===== src/rtl/wasc_pkg.sv =====
// Shared constants, types and the CRC-32 byte step for the weight artifact stream checker.
package wasc_pkg;

  localparam int MAX_ID_BYTES = 8;
  localparam int FIFO_DEPTH   = 4;
  localparam int FIFO_AW      = $clog2(FIFO_DEPTH);
  localparam int FIFO_CW      = $clog2(FIFO_DEPTH + 1);

  localparam logic [31:0] CRC_POLY = 32'hEDB8_8320;
  localparam logic [31:0] CRC_INIT = 32'hFFFF_FFFF;

  localparam logic [7:0] MAGIC_BYTES [8] = '{
    8'h56, 8'h4F, 8'h50, 8'h57, 8'h47, 8'h54, 8'h00, 8'h00
  };

  // configuration register indexes
  localparam logic [3:0] REG_FORMAT_VERSION = 4'd0;
  localparam logic [3:0] REG_BIT_ORDER      = 4'd1;
  localparam logic [3:0] REG_SCORE_UNIT     = 4'd2;
  localparam logic [3:0] REG_PHASE_COUNT    = 4'd3;
  localparam logic [3:0] REG_PATTERN_COUNT  = 4'd4;
  localparam logic [3:0] REG_WEIGHT_COUNT   = 4'd5;
  localparam logic [3:0] REG_SET_ID_LENGTH  = 4'd6;
  localparam logic [3:0] REG_SET_ID_BYTES   = 4'd7;

  // status codes
  localparam logic [3:0] ST_OK           = 4'd0;
  localparam logic [3:0] ST_TRUNCATED    = 4'd1;
  localparam logic [3:0] ST_BAD_MAGIC    = 4'd2;
  localparam logic [3:0] ST_VERSION      = 4'd3;
  localparam logic [3:0] ST_BIT_ORDER    = 4'd4;
  localparam logic [3:0] ST_UNIT         = 4'd5;
  localparam logic [3:0] ST_SCALE        = 4'd6;
  localparam logic [3:0] ST_PHASES       = 4'd7;
  localparam logic [3:0] ST_PATTERNS     = 4'd8;
  localparam logic [3:0] ST_WEIGHT_COUNT = 4'd9;
  localparam logic [3:0] ST_ID_MISMATCH  = 4'd10;
  localparam logic [3:0] ST_CHECKSUM     = 4'd11;

  typedef struct packed {
    logic               is_status;
    logic signed [31:0] weight_value;
    logic [31:0]        weight_index;
    logic [3:0]         status_code;
    logic               end_of_artifact;
  } result_t;

  function automatic logic [31:0] crc32_byte(input logic [31:0] crc, input logic [7:0] b);
    logic [31:0] c;
    c = crc ^ {24'd0, b};
    for (int k = 0; k < 8; k++) begin
      c = (c >> 1) ^ (c[0] ? CRC_POLY : 32'd0);
    end
    return c;
  endfunction

endpackage


===== src/rtl/weight_artifact_stream_checker_core.sv =====
// Top level: byte-serial weight artifact parser with header checks and CRC-32.
//
// Usage:
//   Input channel (in_valid/in_ready) carries one artifact byte per item plus
//   in_final_byte on the last byte. Result channel (out_valid/out_ready)
//   carries weight items (out_is_status = 0) as each 4-byte weight completes,
//   and one status item (out_is_status = 1, out_end_of_artifact = 1) on the
//   final byte. A byte that completes a weight and ends the artifact yields
//   the weight item first, then the status item.
//   Configuration: write cfg_wdata to register cfg_index while cfg_wr_en is
//   high; only while the block is idle. Indexes above 7 are ignored.
// Timing:
//   Each accepted byte is parsed in the cycle it is accepted; its results
//   enter a 4-entry result queue and are presented on the output from there.
//   One byte per cycle is accepted as long as the receiver keeps up; a byte
//   giving two results puts both in the queue. in_ready drops when fewer
//   than two queue entries are free, so a stalled receiver backs up into the
//   input and nothing is lost.
// Reset: rst_n (synchronous, active low) empties the queue, returns the
//   parser to the magic section and loads the configuration defaults.
module weight_artifact_stream_checker_core (
  input  logic               clk,
  input  logic               rst_n,
  input  logic               in_valid,
  output logic               in_ready,
  input  logic [7:0]         in_data_byte,
  input  logic               in_final_byte,
  output logic               out_valid,
  input  logic               out_ready,
  output logic               out_is_status,
  output logic signed [31:0] out_weight_value,
  output logic [31:0]        out_weight_index,
  output logic [3:0]         out_status_code,
  output logic               out_end_of_artifact,
  input  logic               cfg_wr_en,
  input  logic [3:0]         cfg_index,
  input  logic [63:0]        cfg_wdata
);
  import wasc_pkg::*;

  typedef enum logic [2:0] {
    SEC_MAGIC    = 3'd0,
    SEC_HEADER   = 3'd1,
    SEC_ID       = 3'd2,
    SEC_WEIGHTS  = 3'd3,
    SEC_CHECKSUM = 3'd4,
    SEC_DRAIN    = 3'd5
  } sec_t;

  // configuration
  logic [15:0]     exp_version_r, exp_bit_order_r, exp_unit_r, exp_phases_r, exp_patterns_r;
  logic [31:0]     exp_wcount_r;
  logic [3:0]      set_id_len_r;
  logic [7:0][7:0] set_id_r;

  // parser state
  sec_t        sec_r, sec_nxt;
  logic [4:0]  off_r, off_nxt;
  logic [5:0]  tsc_r, tsc_nxt;
  logic [31:0] fs_r, fs_nxt;
  logic [31:0] crc_r, crc_nxt;
  logic [15:0] hid_len_r, hid_len_nxt;
  logic [31:0] hwc_r, hwc_nxt;
  logic [31:0] ws_r, ws_nxt;
  logic [3:0]  ferr_r, ferr_nxt;
  logic [15:0] ido_r, ido_nxt;

  // result queue
  result_t             fifo_r [FIFO_DEPTH];
  logic [FIFO_AW-1:0]  wr_ptr_r, rd_ptr_r;
  logic [FIFO_CW-1:0]  count_r;

  logic        in_acc, out_acc;
  result_t     res0, res1;
  logic [1:0]  nres;
  logic        fail_en, sum_done, bad;
  logic [3:0]  fail_code, code;
  logic [15:0] hv;

  assign in_acc  = in_valid && in_ready;
  assign out_acc = out_valid && out_ready;
  assign in_ready = count_r < FIFO_CW'(FIFO_DEPTH - 1);

  always_comb begin
    sec_nxt     = sec_r;
    off_nxt     = off_r;
    tsc_nxt     = tsc_r;
    fs_nxt      = fs_r;
    crc_nxt     = crc_r;
    hid_len_nxt = hid_len_r;
    hwc_nxt     = hwc_r;
    ws_nxt      = ws_r;
    ferr_nxt    = ferr_r;
    ido_nxt     = ido_r;
    res0        = '0;
    res1        = '0;
    nres        = 2'd0;
    fail_en     = 1'b0;
    fail_code   = ST_OK;
    sum_done    = 1'b0;
    bad         = 1'b1;
    code        = ST_OK;
    hv          = '0;
    if (in_acc) begin
      if (tsc_r < 6'd32) begin
        tsc_nxt = tsc_r + 6'd1;
      end
      if (sec_r == SEC_MAGIC || sec_r == SEC_HEADER || sec_r == SEC_ID ||
          sec_r == SEC_WEIGHTS) begin
        crc_nxt = crc32_byte(crc_r, in_data_byte);
      end
      case (sec_r)
        SEC_MAGIC: begin
          if (in_data_byte != MAGIC_BYTES[off_r[2:0]]) begin
            fail_en   = 1'b1;
            fail_code = ST_BAD_MAGIC;
          end else if (off_r >= 5'd7) begin
            sec_nxt = SEC_HEADER;
            off_nxt = '0;
          end else begin
            off_nxt = off_r + 5'd1;
          end
        end
        SEC_HEADER: begin
          fs_nxt  = {in_data_byte, fs_r[31:8]};
          hv      = fs_nxt[31:16];
          off_nxt = off_r + 5'd1;
          case (off_r)
            5'd1: if (hv != exp_version_r) begin
              fail_en = 1'b1; fail_code = ST_VERSION;
            end
            5'd3: if (hv != exp_bit_order_r) begin
              fail_en = 1'b1; fail_code = ST_BIT_ORDER;
            end
            5'd5: if (hv != exp_unit_r) begin
              fail_en = 1'b1; fail_code = ST_UNIT;
            end
            5'd7: if (hv != 16'd1) begin
              fail_en = 1'b1; fail_code = ST_SCALE;
            end
            5'd9: if (hv != exp_phases_r) begin
              fail_en = 1'b1; fail_code = ST_PHASES;
            end
            5'd11: if (hv != exp_patterns_r) begin
              fail_en = 1'b1; fail_code = ST_PATTERNS;
            end
            5'd13: hid_len_nxt = hv;
            5'd15: if (hv != 16'd0) begin
              fail_en = 1'b1; fail_code = ST_TRUNCATED;
            end
            5'd19: begin
              if (fs_nxt != exp_wcount_r) begin
                fail_en = 1'b1; fail_code = ST_WEIGHT_COUNT;
              end else begin
                hwc_nxt = fs_nxt;
                fs_nxt  = '0;
                ido_nxt = '0;
                off_nxt = '0;
                if (hid_len_r == 16'd0) begin
                  if (set_id_len_r != 4'd0) begin
                    fail_en = 1'b1; fail_code = ST_ID_MISMATCH;
                  end else begin
                    sec_nxt = (hwc_nxt != 32'd0) ? SEC_WEIGHTS : SEC_CHECKSUM;
                  end
                end else begin
                  sec_nxt = SEC_ID;
                end
              end
            end
            default: ;
          endcase
        end
        SEC_ID: begin
          if (ido_r < 16'(MAX_ID_BYTES) && ido_r < {12'd0, set_id_len_r}) begin
            bad = set_id_r[ido_r[2:0]] != in_data_byte;
          end
          if (bad) begin
            fs_nxt[0] = 1'b1;
          end
          ido_nxt = ido_r + 16'd1;
          if (ido_nxt == hid_len_r) begin
            if (fs_nxt[0] || {12'd0, set_id_len_r} != hid_len_r) begin
              fail_en = 1'b1; fail_code = ST_ID_MISMATCH;
            end else begin
              sec_nxt = (hwc_r != 32'd0) ? SEC_WEIGHTS : SEC_CHECKSUM;
              off_nxt = '0;
            end
          end
        end
        SEC_WEIGHTS: begin
          fs_nxt = {in_data_byte, fs_r[31:8]};
          if (off_r >= 5'd3) begin
            res0.weight_value = fs_nxt;
            res0.weight_index = ws_r;
            nres    = 2'd1;
            ws_nxt  = ws_r + 32'd1;
            off_nxt = '0;
            if (ws_nxt == hwc_r) begin
              sec_nxt = SEC_CHECKSUM;
            end
          end else begin
            off_nxt = off_r + 5'd1;
          end
        end
        SEC_CHECKSUM: begin
          fs_nxt = {in_data_byte, fs_r[31:8]};
          if (off_r >= 5'd3) begin
            sum_done = 1'b1;
            if (!in_final_byte) begin
              fail_en = 1'b1; fail_code = ST_TRUNCATED;
            end
          end else begin
            off_nxt = off_r + 5'd1;
          end
        end
        default: ;
      endcase
      if (fail_en) begin
        if (ferr_r == ST_OK) begin
          ferr_nxt = fail_code;
        end
        sec_nxt = SEC_DRAIN;
      end
      if (in_final_byte) begin
        if (tsc_nxt < 6'd32) begin
          code = ST_TRUNCATED;
        end else if (ferr_nxt != ST_OK) begin
          code = ferr_nxt;
        end else if (sum_done) begin
          code = (fs_nxt == ~crc_nxt) ? ST_OK : ST_CHECKSUM;
        end else begin
          code = ST_TRUNCATED;
        end
        if (nres == 2'd1) begin
          res1.is_status       = 1'b1;
          res1.status_code     = code;
          res1.end_of_artifact = 1'b1;
          nres = 2'd2;
        end else begin
          res0.is_status       = 1'b1;
          res0.status_code     = code;
          res0.end_of_artifact = 1'b1;
          nres = 2'd1;
        end
        sec_nxt     = SEC_MAGIC;
        off_nxt     = '0;
        tsc_nxt     = '0;
        fs_nxt      = '0;
        crc_nxt     = CRC_INIT;
        hid_len_nxt = '0;
        hwc_nxt     = '0;
        ws_nxt      = '0;
        ferr_nxt    = ST_OK;
        ido_nxt     = '0;
      end
    end
  end

  always_ff @(posedge clk) begin
    if (!rst_n) begin
      exp_version_r   <= 16'd1;
      exp_bit_order_r <= '0;
      exp_unit_r      <= '0;
      exp_phases_r    <= 16'd1;
      exp_patterns_r  <= '0;
      exp_wcount_r    <= '0;
      set_id_len_r    <= '0;
      set_id_r        <= '0;
    end else if (cfg_wr_en) begin
      case (cfg_index)
        REG_FORMAT_VERSION: exp_version_r   <= cfg_wdata[15:0];
        REG_BIT_ORDER:      exp_bit_order_r <= cfg_wdata[15:0];
        REG_SCORE_UNIT:     exp_unit_r      <= cfg_wdata[15:0];
        REG_PHASE_COUNT:    exp_phases_r    <= cfg_wdata[15:0];
        REG_PATTERN_COUNT:  exp_patterns_r  <= cfg_wdata[15:0];
        REG_WEIGHT_COUNT:   exp_wcount_r    <= cfg_wdata[31:0];
        REG_SET_ID_LENGTH:  set_id_len_r    <= cfg_wdata[3:0];
        REG_SET_ID_BYTES:   set_id_r        <= cfg_wdata;
        default: ;
      endcase
    end
  end

  always_ff @(posedge clk) begin
    if (!rst_n) begin
      sec_r     <= SEC_MAGIC;
      off_r     <= '0;
      tsc_r     <= '0;
      fs_r      <= '0;
      crc_r     <= CRC_INIT;
      hid_len_r <= '0;
      hwc_r     <= '0;
      ws_r      <= '0;
      ferr_r    <= ST_OK;
      ido_r     <= '0;
    end else begin
      sec_r     <= sec_nxt;
      off_r     <= off_nxt;
      tsc_r     <= tsc_nxt;
      fs_r      <= fs_nxt;
      crc_r     <= crc_nxt;
      hid_len_r <= hid_len_nxt;
      hwc_r     <= hwc_nxt;
      ws_r      <= ws_nxt;
      ferr_r    <= ferr_nxt;
      ido_r     <= ido_nxt;
    end
  end

  // result queue
  always_ff @(posedge clk) begin
    if (nres != 2'd0) begin
      fifo_r[wr_ptr_r] <= res0;
    end
    if (nres == 2'd2) begin
      fifo_r[wr_ptr_r + FIFO_AW'(1)] <= res1;
    end
  end

  always_ff @(posedge clk) begin
    if (!rst_n) begin
      wr_ptr_r <= '0;
      rd_ptr_r <= '0;
      count_r  <= '0;
    end else begin
      wr_ptr_r <= wr_ptr_r + FIFO_AW'(nres);
      if (out_acc) begin
        rd_ptr_r <= rd_ptr_r + FIFO_AW'(1);
      end
      count_r <= count_r + FIFO_CW'(nres) - FIFO_CW'(out_acc);
    end
  end

  assign out_valid           = count_r != '0;
  assign out_is_status       = fifo_r[rd_ptr_r].is_status;
  assign out_weight_value    = fifo_r[rd_ptr_r].weight_value;
  assign out_weight_index    = fifo_r[rd_ptr_r].weight_index;
  assign out_status_code     = fifo_r[rd_ptr_r].status_code;
  assign out_end_of_artifact = fifo_r[rd_ptr_r].end_of_artifact;

  a_queue_bound: assert property (@(posedge clk) disable iff (!rst_n)
    count_r <= FIFO_CW'(FIFO_DEPTH))
    else $error("result queue overflow");

  a_final_restarts: assert property (@(posedge clk) disable iff (!rst_n)
    (in_acc && in_final_byte) |=> (sec_r == SEC_MAGIC && crc_r == CRC_INIT && tsc_r == '0))
    else $error("parser not restarted after final byte");

  a_weight_fields: assert property (@(posedge clk) disable iff (!rst_n)
    (out_valid && !out_is_status) |-> (out_status_code == ST_OK && !out_end_of_artifact))
    else $error("weight item carries status fields");

  a_status_range: assert property (@(posedge clk) disable iff (!rst_n)
    (out_valid && out_is_status) |-> (out_status_code <= ST_CHECKSUM && out_end_of_artifact))
    else $error("bad status item");

  a_small_count: assert property (@(posedge clk) disable iff (!rst_n)
    tsc_r <= 6'd32)
    else $error("byte count past saturation");

endmodule

===== config.mk =====
export PLATFORM = sky130hd
export DESIGN_NAME = weight_artifact_stream_checker_core
export DESIGN_NICKNAME = d
export VERILOG_FILES = /design/src/rtl/wasc_pkg.sv /design/src/rtl/weight_artifact_stream_checker_core.sv
export SDC_FILE = /design/constraint.sdc
export NUM_CORES = 2
export LEC_CHECK = 0
export ABC_AREA = 1
export ABC_CLOCK_PERIOD_IN_PS = 4100
export BUFFER_PORTS_ARGS = -buffer_cell sky130_fd_sc_hd__buf_4
export CELL_PAD_IN_SITES_DETAIL_PLACEMENT = 1
export CELL_PAD_IN_SITES_GLOBAL_PLACEMENT = 2
export CORE_MARGIN = 5
export CORE_UTILIZATION = 30
export CTS_BUF_LIST = sky130_fd_sc_hd__clkbuf_16
export DETAILED_ROUTE_END_ITERATION = 8
export PLACE_DENSITY_LB_ADDON = 0.1
export SLEW_MARGIN = 20
export SYNTH_ARGS = -nofsm -noshare
export SYNTH_HDL_FRONTEND = slang
export SYNTH_SLANG_ARGS = --single-unit

===== constraint.sdc =====
create_clock -name clk -period 4.1 [get_ports clk]
set_input_delay 1.23 -clock clk [delete_from_list [all_inputs] [get_ports clk]]
set_output_delay 1.23 -clock clk [all_outputs]
set_load 0.02 [all_outputs]

==> results_dict.tcl <==
set metrics [dict create \
    synth-compound-area-share_pct 20.48 \
    synth_top_cell_by_area "dfxtp_1" \
    syn2layout_area_growth_pct 18.67 \
    powerDensity_nw_per_um2 604.2 \
    cts_buffer_depth 3 \
    synth_warnings 0 \
    dr_total_vias 33280 \
    nets 5140 \
    cts.htree.levels 3 \
    drv_slew 0 \
    synthAdderAreaFrac_pct 0.7479 \
    max_stage_delay_ps 520 \
    cp_top_family "buffers and inverters" \
    place_inst 6370 \
    power_mw 23.51 \
    fin_crit_sh_pct 94.57 \
    status "completed" \
    ys_async_sr_fraction_pct 0 \
    criticalPathCategory "flop to output port" \
    clkTransAtPathRegs_ps 60 \
    routed_wl_um 141400 \
    power_leakage_nw 16.26 \
    synth_flop_cell "dfxtp_1" \
    synth_mux_area_share_pct 0 \
    rows 121 \
    initial_core_util_pct 30.17 \
    cts_root_buf "clkbuf_16" \
    worst_slew_pin_slew_ps 921.9 \
    num_antenna_cells 0 \
    grt_pass1_wl_um 214900 \
    drc 0 \
    grt_max_degree 107 \
    yosysSeqAreaShare_pct 39.87 \
    peakVddDrop_mv 0.2890 \
    core-area_um2 108700 \
    regArea_um2 13080 \
    hp-class "flop to flop" \
    cpMostUsedCell "buf_4" \
    route.antenna.remaining_nets 0 \
    holdPathStages 2 \
    timing.slew.headroom_pct 37.97 \
    synthSimpleGateAreaFrac_pct 26.97 \
    antenna_found_initial 1 \
    syn_area_um2 32790 \
    drive_gt1_share_pct 12.16 \
    yosys.area.top_type_share_pct 38.04 \
    ys_ff_latch 643 \
    ios 154 \
    stdcell_count 6514 \
    fin_worst_skew_ps 28.33 \
    crit_fanout 48 \
    required_ps 2870 \
    first_iter_violations 1904 \
    worst-path-stages 5 \
    viasPerCell 5.109 \
    dieWidth_um 340.6 \
    fillers 13630 \
    start_kind "flop" \
    synth_area_per_cell_um2 6.721 \
    yosysUniqueCellTypes 57 \
    wl_per_cell_um 21.71 \
    crit_path_end_kind "output port" \
    die_h_um 340.6 \
    cts_buffers 81 \
    crit_slowest_cell "buf_4" \
    crit_buf_inv 3 \
    clock.fmax_mhz 257.9 \
    dr.pass1.iters 5 \
    cts_tree "built" \
    hold_viol_final 0 \
    synth_top_family_by_area "simple AND/OR/NAND/NOR gates" \
    synth-edff-count 20 \
    arrival_ps 2650 \
    synthTopCellsByArea "dfxtp_1 38%, nand2_1 11%, o21ai_0 11%" \
    die-area_um2 116000 \
    dp_hpwl_um 101000 \
    post-cts-setup-buffer-count 0 \
    clkLatencyLatePin_ps 670 \
    syn-num-nets 4980 \
    setup_viol 0 \
    clock-sinks 643 \
    port-buffer-count 153 \
    multi_input_area_um2 16970 \
    drv_cap 0 \
    fin_crit_ps 3878 \
    gp_congestion 0.8388 \
    grt_use_total_pct 23.74 \
    rsz0062_at_grt "false" \
    grt_pass1_vias 33470 \
    grt-ovfl-total 0 \
    syn_inst 4879 \
    crit_chain "inv_2 > buf_4 > o21ai_0 > o22ai_1 > buf_4" \
    worstRegToRegCells 17 \
    synth-xor-area-share_pct 3.392 \
]
-- flip-flops by register name (all words and copies together), names as in the netlist, 3 cells and up, named ones only --
register and count:
set_id_r 64, exp_version_r 16, exp_unit_r 16, sec_r 3
tsc_r 6, ido_r 16, hwc_r 32, exp_bit_order_r 16
ws_r 32, exp_wcount_r 32, count_r 3, set_id_len_r 4
fifo_r 276, ferr_r 4, fs_r 32, exp_patterns_r 16
crc_r 32, hid_len_r 16, exp_phases_r 16, off_r 5
-- worst paths after layout --
check                                  from                         to  slack (ps)
setup / recovery                       flop       out_weight_value[31]         220
hold reg to reg   set_id_r[41]$_SDFFE_PN0P_  set_id_r[41]$_SDFFE_PN0P_         460
hold / removal    set_id_r[41]$_SDFFE_PN0P_  set_id_r[41]$_SDFFE_PN0P_         460
setup reg to reg      ido_r[0]$_SDFFE_PN0P_     fifo_r[0][2]$_DFFE_PP_         380
-- Yosys cell counts, types with 2 or more instances --
cell / number
a211oi_1: 27
a21oi_1: 427
a221oi_1: 3
a31oi_1: 7
buf_1: 26
buf_2: 24
buf_4: 13
buf_6: 14
clkbuf_1: 228
clkinv_1: 6
dfxtp_1: 623
edfxtp_1: 20
ha_1: 18
inv_1: 363
inv_2: 22
nand2_1: 938
nand2_2: 14
nand2_4: 3
nand2b_1: 2
nand3_1: 232
nand3_2: 4
nand3b_1: 6
nand4_1: 74
nor2_1: 707
nor2_2: 9
nor2_4: 2
nor3_1: 47
nor3_2: 3
nor3_4: 2
nor4_1: 19
o2111ai_1: 2
o211ai_1: 14
o21a_1: 2
o21ai_0: 690
o21ai_1: 17
o21ai_2: 5
o21bai_1: 2
o22ai_1: 75
or2_1: 5
or2_2: 42
xnor2_1: 53
xor2_1: 74
-- layout by cell type (no fill, tap or decap), types with 44 or more instances in the layout --
master	instances
nor3_1	44
nand4_1	74
o22ai_1	75
nand2_1	937
nor2_1	704
nand3_1	232
xnor2_1	53
dfxtp_1	621
clkbuf_16	82
a21oi_1	427
o21ai_0	690
buf_4	358
inv_1	370
xor2_1	74
-- through the flow --
step | hold slack [ps] | util (%) | setup TNS (ps) | cell area (um^2) | setup slack (ps)
floorplan | 429.2 | - | 0 | 32790 | 640.6
global placement | 445.7 | 33.52 | -1535 | 36430 | -184.3
detailed placement | 448.3 | 33.52 | -2048 | 36430 | -218.3
CTS | 457.0 | 35.79 | 0 | 38900 | 186.1
global route | 472.8 | 35.80 | 0 | 38910 | 69.31
finish | 455.3 | 35.80 | 0 | 38910 | 222.5
-- where the power goes --
group / internal (mW) / leakage (nW) / switching (mW)
Clock: 3.88 / 1.27 / 2.99
Combinational: 3.10 / 9.71 / 5.45
Sequential: 7.43 / 5.28 / 0.674
-- metal layers --
metal	up-vias	track usage [%]	part of all wire (%)
met5	-	0	0
met3	130	2.672	3.2
li1	16420	-	-
met2	489	40.85	47
met1	16240	32.43	48
met4	0	4.395	1.8
-- layout make-up --
cell class | count | share of cell area, %
Sequential cell | 643 | 33.61
Timing Repair Buffer | 382 | 8.096
Multi-Input combinational cell | 3539 | 43.61
Clock inverter | 62 | 1.068
Clock buffer | 82 | 5.273
Tap cell | 1414 | 4.547
Inverter | 392 | 3.801
-- worst min-delay path: cells and delay by family, from the launching register on --
kind | cells | cell delay, ps
flops | 1 | 300
buf+inv | 1 | 60
compound gates | 1 | 50
-- cells by family (layout without fill, tap and decap cells) --
family / after synthesis / in the layout
AOI/OAI and AO/OA: 1281 / 1281
xor gates and xnor gates: 127 / 127
buffers and inverters: 697 / 918
DFF: 643 / 643
adders and majority gates: 19 / 19
and+or+nand+nor: 2112 / 2112
-- what timing repair did --
item / in CTS / in global routing
hold buffers: 0 / 0
resized for setup: 0 / 1
endpoints found under the setup margin: 0 / 4
Power figures use the tool's default switching activity.
